`src/sv/tlfq_pkg.sv`:
```
// ----------------------------------------------------------------------------
// Three-level feedback queue scheduler package
// Shared types, register indexes and field widths of the scheduler.
// ----------------------------------------------------------------------------
`timescale 1ns / 1ps
`default_nettype none

package tlfq_pkg;

  // Field widths
  localparam int unsigned NameW  = 8;
  localparam int unsigned BurstW = 16;
  localparam int unsigned TimeW  = 22;
  localparam int unsigned QuantW = 8;
  localparam int unsigned BudW   = 16;
  localparam int unsigned LevelW = 2;

  // Configuration register indexes
  localparam logic [2:0] RegQuantumOne = 3'd0;
  localparam logic [2:0] RegQuantumTwo = 3'd1;
  localparam logic [2:0] RegBudgetOne  = 3'd2;
  localparam logic [2:0] RegBudgetTwo  = 3'd3;
  localparam logic [2:0] RegBudgetThree = 3'd4;

  // Level codes; the last one holds the jobs reported as uncompleted
  localparam logic [1:0] LvlOne    = 2'd0;
  localparam logic [1:0] LvlTwo    = 2'd1;
  localparam logic [1:0] LvlThree  = 2'd2;
  localparam logic [1:0] LvlUncomp = 2'd3;

  // Sequencer states
  typedef enum logic [1:0] {
    ST_LOAD,
    ST_POP,
    ST_JRD,
    ST_EXEC
  } state_e;

  // What the execution unit decided for the current job
  typedef enum logic [2:0] {
    ACT_DONE,
    ACT_DOWN,
    ACT_REQUEUE,
    ACT_UNCOMP,
    ACT_REPORT
  } act_e;

  // One entry of the job table
  typedef struct packed {
    logic [NameW-1:0]  name;
    logic [BurstW-1:0] burst;
    logic [BurstW-1:0] rem;
    logic [TimeW-1:0]  first;
    logic              started;
  } job_t;

  // Decision of the execution unit
  typedef struct packed {
    act_e              act;
    logic              touch;
    logic [BurstW-1:0] delta;
  } exec_t;

endpackage

`default_nettype wire

```
`src/sv/tlfq_ram.sv`:
```
// ----------------------------------------------------------------------------
// Generic RAM
// One write port and one read port with a registered, enabled read.
// ----------------------------------------------------------------------------
`timescale 1ns / 1ps
`default_nettype none

module tlfq_ram #(
  parameter int unsigned WIDTH = 8,
  parameter int unsigned DEPTH = 16
) (
  input  wire logic                                          clk_i,
  input  wire logic                                          we_i,
  input  wire logic [((DEPTH > 1) ? $clog2(DEPTH) : 1)-1:0]  waddr_i,
  input  wire logic [WIDTH-1:0]                              wdata_i,
  input  wire logic                                          re_i,
  input  wire logic [((DEPTH > 1) ? $clog2(DEPTH) : 1)-1:0]  raddr_i,
  output      logic [WIDTH-1:0]                              rdata_o
);
  logic [WIDTH-1:0] mem_q [DEPTH];

  // Storage write
  always_ff @(posedge clk_i) begin
    if (we_i) begin
      mem_q[waddr_i] <= wdata_i;
    end
  end

  // Registered read
  always_ff @(posedge clk_i) begin
    if (re_i) begin
      rdata_o <= mem_q[raddr_i];
    end
  end

endmodule

`default_nettype wire

```
`src/sv/tlfq_exec.sv`:
```
// ----------------------------------------------------------------------------
// Scheduler execution unit
// Decides the fate of one job slice: how much time it runs and where it goes.
// ----------------------------------------------------------------------------
`timescale 1ns / 1ps
`default_nettype none

module tlfq_exec (
  input  wire logic [1:0]                  lvl_i,
  input  wire logic [tlfq_pkg::BurstW-1:0] rem_i,
  input  wire logic [tlfq_pkg::TimeW-1:0]  level_time_i,
  input  wire logic [tlfq_pkg::BurstW-1:0] quantum_i,
  input  wire logic [tlfq_pkg::BudW-1:0]   budget_i,
  output      tlfq_pkg::exec_t             res_o
);
  logic [tlfq_pkg::TimeW-1:0] budget_ext;
  logic [tlfq_pkg::TimeW-1:0] lt_plus_rem;
  logic                       fits_q;

  assign budget_ext  = tlfq_pkg::TimeW'(budget_i);
  assign lt_plus_rem = level_time_i + tlfq_pkg::TimeW'(rem_i);
  assign fits_q      = (rem_i <= quantum_i);

  // Slice decision for the current level
  always_comb begin
    res_o.act   = tlfq_pkg::ACT_REPORT;
    res_o.touch = 1'b0;
    res_o.delta = '0;
    case (lvl_i)
      tlfq_pkg::LvlUncomp: begin
        res_o.act = tlfq_pkg::ACT_REPORT;
      end
      tlfq_pkg::LvlThree: begin
        if (level_time_i > budget_ext) begin
          res_o.act = tlfq_pkg::ACT_UNCOMP;
        end else begin
          res_o.act   = tlfq_pkg::ACT_DONE;
          res_o.touch = 1'b1;
          res_o.delta = rem_i;
        end
      end
      default: begin
        if (level_time_i >= budget_ext) begin
          res_o.act = tlfq_pkg::ACT_DOWN;
        end else if (fits_q && (lt_plus_rem <= budget_ext)) begin
          res_o.act   = tlfq_pkg::ACT_DONE;
          res_o.touch = 1'b1;
          res_o.delta = rem_i;
        end else if (fits_q) begin
          // Short job that overruns the budget: run to the budget, then drop.
          res_o.act   = tlfq_pkg::ACT_DOWN;
          res_o.touch = 1'b1;
          res_o.delta = budget_i - level_time_i[tlfq_pkg::BudW-1:0];
        end else begin
          res_o.act   = tlfq_pkg::ACT_REQUEUE;
          res_o.touch = 1'b1;
          res_o.delta = quantum_i;
        end
      end
    endcase
  end

endmodule

`default_nettype wire

```
`src/sv/three_level_feedback_queue_scheduler.sv`:
```
// ----------------------------------------------------------------------------
// Three-level feedback queue scheduler
// Loads a batch of jobs, simulates three feedback levels and reports each job.
// ----------------------------------------------------------------------------
// Usage: jobs enter on the s_axis channel, one transaction per cycle while
// loading; tlast marks the final job and starts the simulation. Results leave
// on the m_axis channel in completion order, uncompleted jobs last, with tlast
// on the final result. Registers are written on the cfg channel, which is
// always ready; the user must write them only while the block is idle, which
// the block itself does not enforce. Every slice of a job passes through three
// sequencer steps (queue read, job table read, execute), since queue and job
// table are RAMs with registered reads. s_axis is not ready while a batch runs.
// When the receiver stalls, the output register holds its result and the
// sequencer waits in its execute step. Reset clears the control state and
// restores the register defaults; the RAMs need no clearing.
// ----------------------------------------------------------------------------
`timescale 1ns / 1ps
`default_nettype none

module three_level_feedback_queue_scheduler #(
  parameter int unsigned MAX_JOBS = 16
) (
  input  wire logic        clk_i,
  input  wire logic        rst_ni,
  // tdata: proc_name[7:0], burst_time[23:8]
  input  wire logic [23:0] s_axis_tdata,
  input  wire logic        s_axis_tvalid,
  output      logic        s_axis_tready,
  // tlast: is_last
  input  wire logic        s_axis_tlast,
  // tdata: out_name[7:0], finish_level[9:8], turnaround[31:10],
  //        waiting[53:32], first_run[75:54], zero fill[79:76]
  output      logic [79:0] m_axis_tdata,
  output      logic        m_axis_tvalid,
  input  wire logic        m_axis_tready,
  // tlast: last_result
  output      logic        m_axis_tlast,
  input  wire logic        cfg_valid_i,
  output      logic        cfg_ready_o,
  input  wire logic [2:0]  cfg_index_i,
  input  wire logic [15:0] cfg_data_i
);
  localparam int unsigned PtrW   = (MAX_JOBS > 1) ? $clog2(MAX_JOBS) : 1;
  localparam int unsigned CntW   = PtrW + 1;
  localparam int unsigned JDepth = 1 << PtrW;
  localparam int unsigned QDepth = 4 << PtrW;
  localparam int unsigned JobW   = $bits(tlfq_pkg::job_t);
  localparam int unsigned TW     = tlfq_pkg::TimeW;

  // Configuration registers
  logic [7:0]  quantum_one_q, quantum_two_q;
  logic [15:0] budget_one_q, budget_two_q, budget_three_q;

  assign cfg_ready_o = 1'b1;

  always_ff @(posedge clk_i or negedge rst_ni) begin
    if (!rst_ni) begin
      quantum_one_q  <= 8'd2;
      quantum_two_q  <= 8'd4;
      budget_one_q   <= 16'd8;
      budget_two_q   <= 16'd16;
      budget_three_q <= 16'd32;
    end else if (cfg_valid_i) begin
      case (cfg_index_i)
        tlfq_pkg::RegQuantumOne:  quantum_one_q  <= cfg_data_i[7:0];
        tlfq_pkg::RegQuantumTwo:  quantum_two_q  <= cfg_data_i[7:0];
        tlfq_pkg::RegBudgetOne:   budget_one_q   <= cfg_data_i;
        tlfq_pkg::RegBudgetTwo:   budget_two_q   <= cfg_data_i;
        tlfq_pkg::RegBudgetThree: budget_three_q <= cfg_data_i;
        default: ;
      endcase
    end
  end

  // Sequencer and scheduling state
  tlfq_pkg::state_e state_q, state_d;
  logic [1:0]      lvl_q, lvl_d;
  logic [CntW-1:0] count_q, count_d;
  logic [CntW-1:0] emitted_q, emitted_d;
  logic [PtrW-1:0] cur_head_q, cur_head_d;
  logic [CntW-1:0] cur_len_q, cur_len_d;
  logic [CntW-1:0] nxt_len_q, nxt_len_d;
  logic [TW-1:0]   gt_q, gt_d;
  logic [TW-1:0]   lt_q, lt_d;
  logic [PtrW-1:0] job_q, job_d;

  // Output register
  logic        ovalid_q, ovalid_d;
  logic        olast_q, olast_d;
  logic [79:0] odata_q, odata_d;

  // RAM ports
  logic                 j_we, j_re, q_we, q_re;
  logic [PtrW-1:0]      j_waddr, j_raddr;
  logic [PtrW+1:0]      q_waddr, q_raddr;
  tlfq_pkg::job_t       j_wdata, j_rdata;
  logic [PtrW-1:0]      q_wdata, q_rdata;
  logic [JobW-1:0]      j_rdata_raw;

  assign j_rdata = tlfq_pkg::job_t'(j_rdata_raw);

  tlfq_ram #(.WIDTH(JobW), .DEPTH(JDepth)) u_job_ram (
    .clk_i   (clk_i),
    .we_i    (j_we),
    .waddr_i (j_waddr),
    .wdata_i (JobW'(j_wdata)),
    .re_i    (j_re),
    .raddr_i (j_raddr),
    .rdata_o (j_rdata_raw)
  );

  tlfq_ram #(.WIDTH(PtrW), .DEPTH(QDepth)) u_queue_ram (
    .clk_i   (clk_i),
    .we_i    (q_we),
    .waddr_i (q_waddr),
    .wdata_i (q_wdata),
    .re_i    (q_re),
    .raddr_i (q_raddr),
    .rdata_o (q_rdata)
  );

  // Shared execution unit
  logic [15:0]     quantum_eff;
  logic [15:0]     budget_sel;
  tlfq_pkg::exec_t ex;

  always_comb begin
    if (lvl_q == tlfq_pkg::LvlOne) begin
      quantum_eff = (quantum_one_q == 8'd0) ? 16'd1 : 16'(quantum_one_q);
      budget_sel  = budget_one_q;
    end else if (lvl_q == tlfq_pkg::LvlTwo) begin
      quantum_eff = (quantum_two_q == 8'd0) ? 16'd1 : 16'(quantum_two_q);
      budget_sel  = budget_two_q;
    end else begin
      quantum_eff = 16'd1;
      budget_sel  = budget_three_q;
    end
  end

  tlfq_exec u_exec (
    .lvl_i        (lvl_q),
    .rem_i        (j_rdata.rem),
    .level_time_i (lt_q),
    .quantum_i    (quantum_eff),
    .budget_i     (budget_sel),
    .res_o        (ex)
  );

  logic            in_acc, out_free, emit, stall;
  logic [CntW-1:0] tail_sum;
  logic [PtrW-1:0] tail;
  logic [TW-1:0]   gt_new;
  logic            started_new;
  logic [TW-1:0]   first_new;

  assign in_acc   = s_axis_tvalid && s_axis_tready;
  assign out_free = !ovalid_q || m_axis_tready;
  assign emit     = (ex.act == tlfq_pkg::ACT_DONE) || (ex.act == tlfq_pkg::ACT_REPORT);
  assign stall    = emit && !out_free;
  assign tail_sum = CntW'(cur_head_q) + cur_len_q;
  assign tail     = (tail_sum >= CntW'(MAX_JOBS)) ?
                    PtrW'(tail_sum - CntW'(MAX_JOBS)) : PtrW'(tail_sum);
  assign gt_new   = gt_q + TW'(ex.delta);
  assign started_new = j_rdata.started || ex.touch;
  assign first_new   = j_rdata.started ? j_rdata.first : (ex.touch ? gt_q : j_rdata.first);

  // Next state
  always_comb begin
    state_d = state_q;
    case (state_q)
      tlfq_pkg::ST_LOAD: begin
        if (in_acc && s_axis_tlast) state_d = tlfq_pkg::ST_POP;
      end
      tlfq_pkg::ST_POP: begin
        if (cur_len_q != '0) begin
          state_d = tlfq_pkg::ST_JRD;
        end else if (lvl_q == tlfq_pkg::LvlUncomp) begin
          state_d = tlfq_pkg::ST_LOAD;
        end
      end
      tlfq_pkg::ST_JRD:  state_d = tlfq_pkg::ST_EXEC;
      tlfq_pkg::ST_EXEC: begin
        if (!stall) state_d = tlfq_pkg::ST_POP;
      end
      default: state_d = tlfq_pkg::ST_LOAD;
    endcase
  end

  // Datapath and RAM control
  always_comb begin
    lvl_d      = lvl_q;
    count_d    = count_q;
    emitted_d  = emitted_q;
    cur_head_d = cur_head_q;
    cur_len_d  = cur_len_q;
    nxt_len_d  = nxt_len_q;
    gt_d       = gt_q;
    lt_d       = lt_q;
    job_d      = job_q;
    ovalid_d   = ovalid_q && !m_axis_tready;
    olast_d    = olast_q;
    odata_d    = odata_q;
    j_we = 1'b0; j_re = 1'b0; q_we = 1'b0; q_re = 1'b0;
    j_waddr = job_q;
    j_raddr = job_q;
    j_wdata = j_rdata;
    q_waddr = {tlfq_pkg::LvlOne, count_q[PtrW-1:0]};
    q_raddr = {lvl_q, cur_head_q};
    q_wdata = count_q[PtrW-1:0];
    s_axis_tready = 1'b0;
    case (state_q)
      tlfq_pkg::ST_LOAD: begin
        s_axis_tready = 1'b1;
        j_waddr = count_q[PtrW-1:0];
        j_wdata.name    = s_axis_tdata[7:0];
        j_wdata.burst   = s_axis_tdata[23:8];
        j_wdata.rem     = s_axis_tdata[23:8];
        j_wdata.first   = '0;
        j_wdata.started = 1'b0;
        if (in_acc) begin
          if (count_q < CntW'(MAX_JOBS)) begin
            j_we    = 1'b1;
            q_we    = 1'b1;
            count_d = count_q + 1'b1;
          end
          if (s_axis_tlast) begin
            lvl_d      = tlfq_pkg::LvlOne;
            cur_head_d = '0;
            cur_len_d  = (count_q < CntW'(MAX_JOBS)) ? count_q + 1'b1 : count_q;
            nxt_len_d  = '0;
            gt_d       = '0;
            lt_d       = '0;
            emitted_d  = '0;
          end
        end
      end
      tlfq_pkg::ST_POP: begin
        if (cur_len_q != '0) begin
          q_re       = 1'b1;
          cur_len_d  = cur_len_q - 1'b1;
          cur_head_d = (cur_head_q == PtrW'(MAX_JOBS - 1)) ? '0 : cur_head_q + 1'b1;
        end else if (lvl_q == tlfq_pkg::LvlUncomp) begin
          count_d = '0;
          gt_d    = '0;
          lt_d    = '0;
        end else begin
          // Level exhausted: the next level's queue becomes current.
          lvl_d      = lvl_q + 1'b1;
          cur_head_d = '0;
          cur_len_d  = nxt_len_q;
          nxt_len_d  = '0;
          lt_d       = '0;
        end
      end
      tlfq_pkg::ST_JRD: begin
        job_d   = q_rdata;
        j_re    = 1'b1;
        j_raddr = q_rdata;
      end
      tlfq_pkg::ST_EXEC: begin
        if (!stall) begin
          j_we            = 1'b1;
          j_wdata.rem     = j_rdata.rem - ex.delta;
          j_wdata.started = started_new;
          j_wdata.first   = first_new;
          gt_d = gt_new;
          lt_d = lt_q + TW'(ex.delta);
          q_wdata = job_q;
          case (ex.act)
            tlfq_pkg::ACT_REQUEUE: begin
              q_we      = 1'b1;
              q_waddr   = {lvl_q, tail};
              cur_len_d = cur_len_q + 1'b1;
            end
            tlfq_pkg::ACT_DOWN, tlfq_pkg::ACT_UNCOMP: begin
              q_we      = 1'b1;
              q_waddr   = {lvl_q + 2'd1, nxt_len_q[PtrW-1:0]};
              nxt_len_d = nxt_len_q + 1'b1;
            end
            default: ;
          endcase
          if (emit) begin
            ovalid_d  = 1'b1;
            olast_d   = ((emitted_q + 1'b1) == count_q);
            emitted_d = emitted_q + 1'b1;
            odata_d[7:0]   = j_rdata.name;
            odata_d[9:8]   = lvl_q;
            if (ex.act == tlfq_pkg::ACT_DONE) begin
              odata_d[31:10] = gt_new;
              odata_d[53:32] = gt_new - TW'(j_rdata.burst);
            end else begin
              odata_d[31:10] = '0;
              odata_d[53:32] = '0;
            end
            odata_d[75:54] = started_new ? first_new : '0;
            odata_d[79:76] = '0;
          end
        end
      end
      default: ;
    endcase
  end

  // Control registers
  always_ff @(posedge clk_i or negedge rst_ni) begin
    if (!rst_ni) begin
      state_q    <= tlfq_pkg::ST_LOAD;
      lvl_q      <= tlfq_pkg::LvlOne;
      count_q    <= '0;
      emitted_q  <= '0;
      cur_head_q <= '0;
      cur_len_q  <= '0;
      nxt_len_q  <= '0;
      gt_q       <= '0;
      lt_q       <= '0;
      ovalid_q   <= 1'b0;
    end else begin
      state_q    <= state_d;
      lvl_q      <= lvl_d;
      count_q    <= count_d;
      emitted_q  <= emitted_d;
      cur_head_q <= cur_head_d;
      cur_len_q  <= cur_len_d;
      nxt_len_q  <= nxt_len_d;
      gt_q       <= gt_d;
      lt_q       <= lt_d;
      ovalid_q   <= ovalid_d;
    end
  end

  // Payload registers
  always_ff @(posedge clk_i) begin
    job_q   <= job_d;
    olast_q <= olast_d;
    odata_q <= odata_d;
  end

  assign m_axis_tvalid = ovalid_q;
  assign m_axis_tdata  = odata_q;
  assign m_axis_tlast  = olast_q;

endmodule

`default_nettype wire
```
`config.mk`:
```
export PLATFORM = sky130hd
export DESIGN_NAME = three_level_feedback_queue_scheduler
export DESIGN_NICKNAME = d
export VERILOG_FILES = /design/src/sv/tlfq_pkg.sv /design/src/sv/tlfq_ram.sv /design/src/sv/tlfq_exec.sv /design/src/sv/three_level_feedback_queue_scheduler.sv
export SDC_FILE = /design/constraint.sdc
export NUM_CORES = 2
export LEC_CHECK = 0
export BUFFER_PORTS_ARGS = -buffer_cell sky130_fd_sc_hd__buf_2
export CORE_ASPECT_RATIO = 1.5
export CORE_MARGIN = 2
export CORE_UTILIZATION = 41
export CTS_BUF_LIST = sky130_fd_sc_hd__clkbuf_4
export DETAILED_ROUTE_END_ITERATION = 8
export GPL_ROUTABILITY_DRIVEN = 0
export HOLD_SLACK_MARGIN = 0.15
export PLACE_DENSITY_LB_ADDON = 0.12
export SETUP_SLACK_MARGIN = 0.1
export SYNTH_ARGS = -nofsm -noshare
export SYNTH_HDL_FRONTEND = slang
export SYNTH_HIERARCHICAL = 1
export SYNTH_SLANG_ARGS = --single-unit
export TNS_END_PERCENT = 100
```
`constraint.sdc`:
```
create_clock -name clk_i -period 10.3 [get_ports clk_i]
set_input_delay 2.06 -clock clk_i [delete_from_list [all_inputs] [get_ports clk_i]]
set_output_delay 2.06 -clock clk_i [all_outputs]
set_load 0.005 [all_outputs]
```
# After elaboration in Yosys (flattened, before gate mapping)
# Memory sizes are Yosys's and may differ from the RTL's. A register that Yosys moved wholly into a read port is not among the register bits.
# Cells that the tools add are included.
# totals
ff_bits	218
ramBits	1264
in_bits	49
word_cells	202
memories	2
# mem_list
name	depth	width	rd	rd_clocked_by_memory_dff	wr	line_no	rtl
u_job_ram.mem_q	16	63	1	1	1	tlfq_ram.sv:20	logic [WIDTH-1:0] mem_q [DEPTH];
u_queue_ram.mem_q	64	4	1	1	1	tlfq_ram.sv:20	
# op_classes
n_addsub	15
order_cmp	6
n_eq_ne	28
muxes	92
bitwise	1
reduce_logical	38
# op_table
operator	count
22-bit 2-to-1 mux	9
22-bit case mux with 3 select lines	2
5-bit 2-to-1 mux	18
39-bit case mux with 2 select lines	1
22-bit by 16-bit adder with 22-bit output	3
4-bit 2-to-1 mux	10
39-bit 2-to-1 mux	1
19-bit 2-to-1 mux	2
17-bit 2-to-1 mux	2
17-bit case mux with 2 select lines	1
16-bit 2-to-1 mux	2
8-bit 2-to-1 mux	4
16-bit subtractor	2
5-bit case mux with 3 select lines	2
24-bit 2-to-1 mux	1
22-bit by 16-bit greater-or-equal comparator with 1-bit output	1
22-bit by 16-bit > comparator with 1-bit output	1
22-bit by 16-bit <= comparator with 1-bit output	1
22-bit by 16-bit subtractor with 22-bit output	1
5-bit by 1-bit adder with 5-bit output, second input constant	4
5-bit case mux with 2 select lines	2
2-bit 2-to-1 mux	9
16-bit by 8-bit <= comparator with 1-bit output	1
8-bit logical NOT	2
other kinds (43)	98

# Longest topological paths before layout
# depth
depth_word	16
depth_mapped	37

# Hierarchy
# Netlist, hierarchy kept.
# modules_own_cells
module	n_inst	cells_each	area_per_inst_um2
tlfq_ram (u_job_ram)	1	1622	39620.5
three_level_feedback_queue_scheduler	1	1390	13708.1
tlfq_ram (u_queue_ram)	1	521	10447.5
tlfq_exec	1	457	3281.9

# Least setup slack after synthesis
# No wires, ideal clock.
# synth_path
path_kind	flip-flop to flip-flop
startpoint	register u_job_ram.rdata_o[23] (read register of u_job_ram.mem_q)
endpoint	memory u_job_ram/mem_q[0][0] (netlist name), enable pin
setup_ps	562
t_arrival_ps	9340
t_required_ps	9738
setup_slack_ps	399
path_stages_with_launch	28
period_less_slack_ps	9901
cell_sequence	edfxtp_1 > ha_1 > inv_1 > fa_1 > and2b_1 > o2111ai_1 > a31oi_1 > a21boi_0 > o21ai_0 > a21o_1 > a21oi_1 > xnor2_1 > ha_1 > and3_1 > nand4_1 > o221ai_1 > a221o_1 > or2_4 > buf_6 > a21oi_1 > a21oi_1 > nor2_1 > nand2_1 > nand3_1 > clkbuf_1 > nand2_1 > or3b_2 > nor3_1
# synth_lines
item	line_no	rtl
from (decl)	tlfq_ram.sv:18	output logic [WIDTH-1:0] rdata_o
to (decl)	tlfq_ram.sv:20	

==> impl.org <==
** STA
- Setup violations, final :: 0
- Setup repair after global routing missed its margin :: no
- In this run the tightest slew margin relative to its limit is 0.241.
- The clock arrives with 133 ps of skew.
- Summed over all failing endpoints, the final setup total negative slack is 0 ps.
- Worst-margin pin slew :: 1130 ps
- The number of endpoints with negative hold slack in the final report was 0.
- Number of slew-limit violations in the final report :: 0
- Crit share post-route :: 0.898
- Counting I/O delays and the setup requirement, the final critical path takes 9250 ps.
- Based on the critical path, the design can be clocked at up to 108 MHz.
- Across all hold checks on the routed design, the worst slack comes to 431 ps.

** Synth
- Syn_area_per_cell :: 16.8 sq um
- Sequential fraction of the synthesis area :: 0.683
- Leading cell types by total area after synthesis :: sky130_fd_sc_hd__edfxtp_1, sky130_fd_sc_hd__mux4_2, sky130_fd_sc_hd__dfrtp_1, sky130_fd_sc_hd__ha_1, sky130_fd_sc_hd__a22oi_1
- The Yosys step of the flow raised 6 warnings.
- Counting distinct cell types in the post-synthesis netlist gives 105.
- Cell taking the most area after synthesis :: sky130_fd_sc_hd__edfxtp_1
- Top-count cell post-synth :: sky130_fd_sc_hd__edfxtp_1
- Yosys mapped a number of flops with a built-in enable equal to 1408.
- After synthesis the netlist holds a flip-flop and latch count of 1549.
- Netlist area before placement :: 67100 sq um
- Of the post-synthesis cell area, the dominant cell type holds 0.631.
- Of all flip-flops after synthesis, the portion carrying an async set or reset was 0.0884.
- Count of mapped cells out of synthesis :: 3990
- For this run, the leading register cell type out of synthesis is sky130_fd_sc_hd__edfxtp_1.
- Synth cell count leaders :: sky130_fd_sc_hd__edfxtp_1, sky130_fd_sc_hd__mux4_2, sky130_fd_sc_hd__nand2_1

** Worst setup path
- Reg2Reg Capture Point :: m_axis_tdata[52]
- Worst Setup Path Type :: flip-flop to flip-flop
- STA classifies the critical path endpoint as a flip-flop.
- Worst path required time :: 11380 ps
- CP max FO :: 31
- Minimum setup slack among reg-to-reg paths :: 1050 ps
- Critical-path cell with the highest stage delay :: sky130_fd_sc_hd__or4_1
- The most numerous cell type found on the critical path is sky130_fd_sc_hd__ha_1.
- STA classifies the critical path startpoint as a flip-flop.
- Logic depth of the worst register-to-register path :: 33
- The startpoint identified for the worst register-to-register timing path is u_job_ram/rdata_o[23].
- Arrival @ worst endpoint :: 10340 ps
- For this run, the slowest stage of the critical path takes 540 ps.

** Floorplan
- Vertical die dimension :: 499 microns
- The initial utilization of the core area, before any placement, comes to 0.413.
- Number of standard-cell rows in the floorplan :: 181
- Die outline area :: 167000 sq um
- The core region is 162000 sq um.
- For this design the top-level I/O count stands at 133.
- Overall die width :: 334 microns

** CTS
- In this run the deepest clock path goes through 4 buffers.
- Clock root cell :: sky130_fd_sc_hd__clkbuf_4
- At the later pin of the worst-skew pair, clock insertion delay measures 1340 ps.
- In this run, CTS created clock tree buffers numbering 384.
- In this run, post-CTS hold repair placed 0 buffers.
- Number of H-tree levels :: 5
- TritonCTS clock tree :: yes
- Number of gates given a new drive strength after cts :: 0
- After clock tree synthesis, the setup repair step added 0 buffers.
- Clock-pin slew was measured on the worst setup and hold paths at 80 ps.
- The clock net in this run drives a total of 1549 sinks.

** Detailed routing
- The detail route stage leaves a number of antenna-violating nets equal to 0.
- Number of optimization iterations in the first detailed-route pass :: 5
- In the final routed layout, each cell accounts on average for 27.9 microns.
- In the routed layout, each cell is associated on average with a via count of 5.71.
- Across all layers, the routed design uses 38973 vias.
- After the first detailed-routing iteration, the DRC count stood at 3332.
- Total Routed Length :: 190 mm
- In the routed design, unresolved DRC markers number 0.

** Layout
- Area added between synthesis and finish :: 12.4%
- Fraction of layout cells with a size suffix above 1 :: 0.271
- # nets final :: 4669

** Worst hold path
- The path with the worst hold slack has its endpoint at m_axis_tdata[7].
- The min-delay analysis places its worst path in the category flip-flop to flip-flop.
- Hold_sp :: u_job_ram/rdata_o[62]
- Hold Path Cell Cnt :: 0

** GRT
- The number of global-route vias before repair came to 39878.
- Entering global routing, the biggest net connects 124 pins.
- For this run the aggregate overflow at the end of global routing stands at 0.
- Initial antenna violation count :: 9
- The first global-routing pass estimated 274 mm of wire.
- In the global route stage, overall resource usage came out at 0.228.

** Status
- The flow ran to the end, and the final reports show no timing, DRC or antenna violations.

** Pwr
- Power per standard cell area :: 345 nW/um^2
- IR analysis of the VDD net gives a maximum drop of 0.250 mV.
- Static leakage :: 26.4 nW

** Job
- Number of max-capacitance violations reported :: 0

** Placement
- Buffers on Ports :: 127
- The wire-length estimate of the detail-placed layout is 113 mm.
[where the power goes]
| part | internal [mW] | switching (mW) |
|---|---|---|
| logic | 4.61 | 7.70 |
| registers | 8.35 | 0.396 |
| clock network | 2.53 | 2.43 |
[routing by layer]
metal  share of wire  global-route usage  up-vias
met3           0.058              0.0408      269
met5               0                   0        -
li1                -                   -    17067
met4           0.027              0.0760        0
met1            0.43               0.307    20285
met2            0.49               0.374     1352
[registers in the layout, summed over array words and instances (netlist names), 22 cells and up]
signal             count
u_job_ram/mem_q     1008
u_queue_ram/mem_q    256
m_axis_tdata          76
u_job_ram/rdata_o     63
gt_q                  22
lt_q                  22
[how the worst max path moves through the flow]
stage	from	to	slack, ps
floorplan	u_job_ram/rdata_o[23]	u_job_ram/mem_q[0][0]	400
global placement	u_job_ram/rdata_o[23]	m_axis_tdata[52]	1140
detailed placement	u_job_ram/rdata_o[23]	m_axis_tdata[52]	1100
CTS	u_job_ram/rdata_o[23]	m_axis_tdata[52]	1130
global route	u_job_ram/rdata_o[23]	m_axis_tdata[53]	260
finish	u_job_ram/rdata_o[23]	m_axis_tdata[52]	1050
[kinds of logic (layout without fill, tap and decap cells)]
| logic type | after synthesis | in the layout | synth area share |
|---|---|---|---|
| muxes | 433 | 433 | 0.127 |
| and+or+nand+nor | 678 | 678 | 0.0471 |
| DFF | 1549 | 1549 | 0.683 |
| xor gates and xnor gates | 97 | 97 | 0.0127 |
| buffers and inverters | 317 | 1028 | 0.0223 |
| AOI/OAI and AO/OA | 748 | 748 | 0.0766 |
| adders and majority gates | 166 | 166 | 0.0318 |
| other | 2 | 27 | 0.000112 |
[stage by stage]
stage | setup slack, ps | util | power (mW) | cell area (sq um) | std cells
floorplan | 399 | - | 17.1 | 67100 | 4009
global placement | 1140 | 0.436 | 21.1 | 70700 | 6172
detailed placement | 1100 | 0.436 | 21.1 | 70700 | 6172
CTS | 1130 | 0.464 | 26.2 | 75400 | 6824
global route | 262 | 0.464 | 27.6 | 75400 | 6828
finish | 1050 | 0.464 | 26.0 | 75400 | 6830
[cells in the final DEF (no fill, tap or decap), drive strengths merged, types with 9 or more instances in the layout]
cell type	n
a21oi	110
o2bb2ai	13
o21a	20
mux2i	27
mux4	317
edfxtp	1408
conb	21
mux2	89
nor2b	27
nand2b	26
buf	249
ha	159
and3	16
a21o	47
nor2	190
a21boi	20
a31oi	15
inv	134
nand3	50
clkbuf	547
o22ai	12
and2	21
a211oi	11
o211ai	12
o31ai	20
clkinv	94
xnor2	62
nand4	17
dfrtp	132
o21ai	179
or3	15
a22o	68
nand2	233
o221ai	9
xor2	35
nor3	39
a22oi	153
[critical path: cells and delay by family, from the launching register on]
family / cells / cell delay [ps]
AO/OA/AOI/OAI: 17 / 4320
flip-flops: 1 / 460
adder cells (fa/ha/maj): 5 / 1650
multiplexers: 1 / 340
XOR/XNOR: 2 / 390
buffers and inverters: 1 / 70
AND/OR/NAND/NOR: 7 / 1820
[area by class of cell]
type | count | area, sq um
Fill cell | 14237 | 87000
Sequential cell | 1549 | 45800
Multi-Input combinational cell | 2143 | 20100
Clock buffer | 547 | 4110
Tap cell | 2104 | 2630
Timing Repair Buffer | 249 | 1770
Clock inverter | 105 | 519
Inverter | 127 | 477
Antenna cell | 6 | 15.0
No activity file was read; power rests on OpenSTA's default activity.
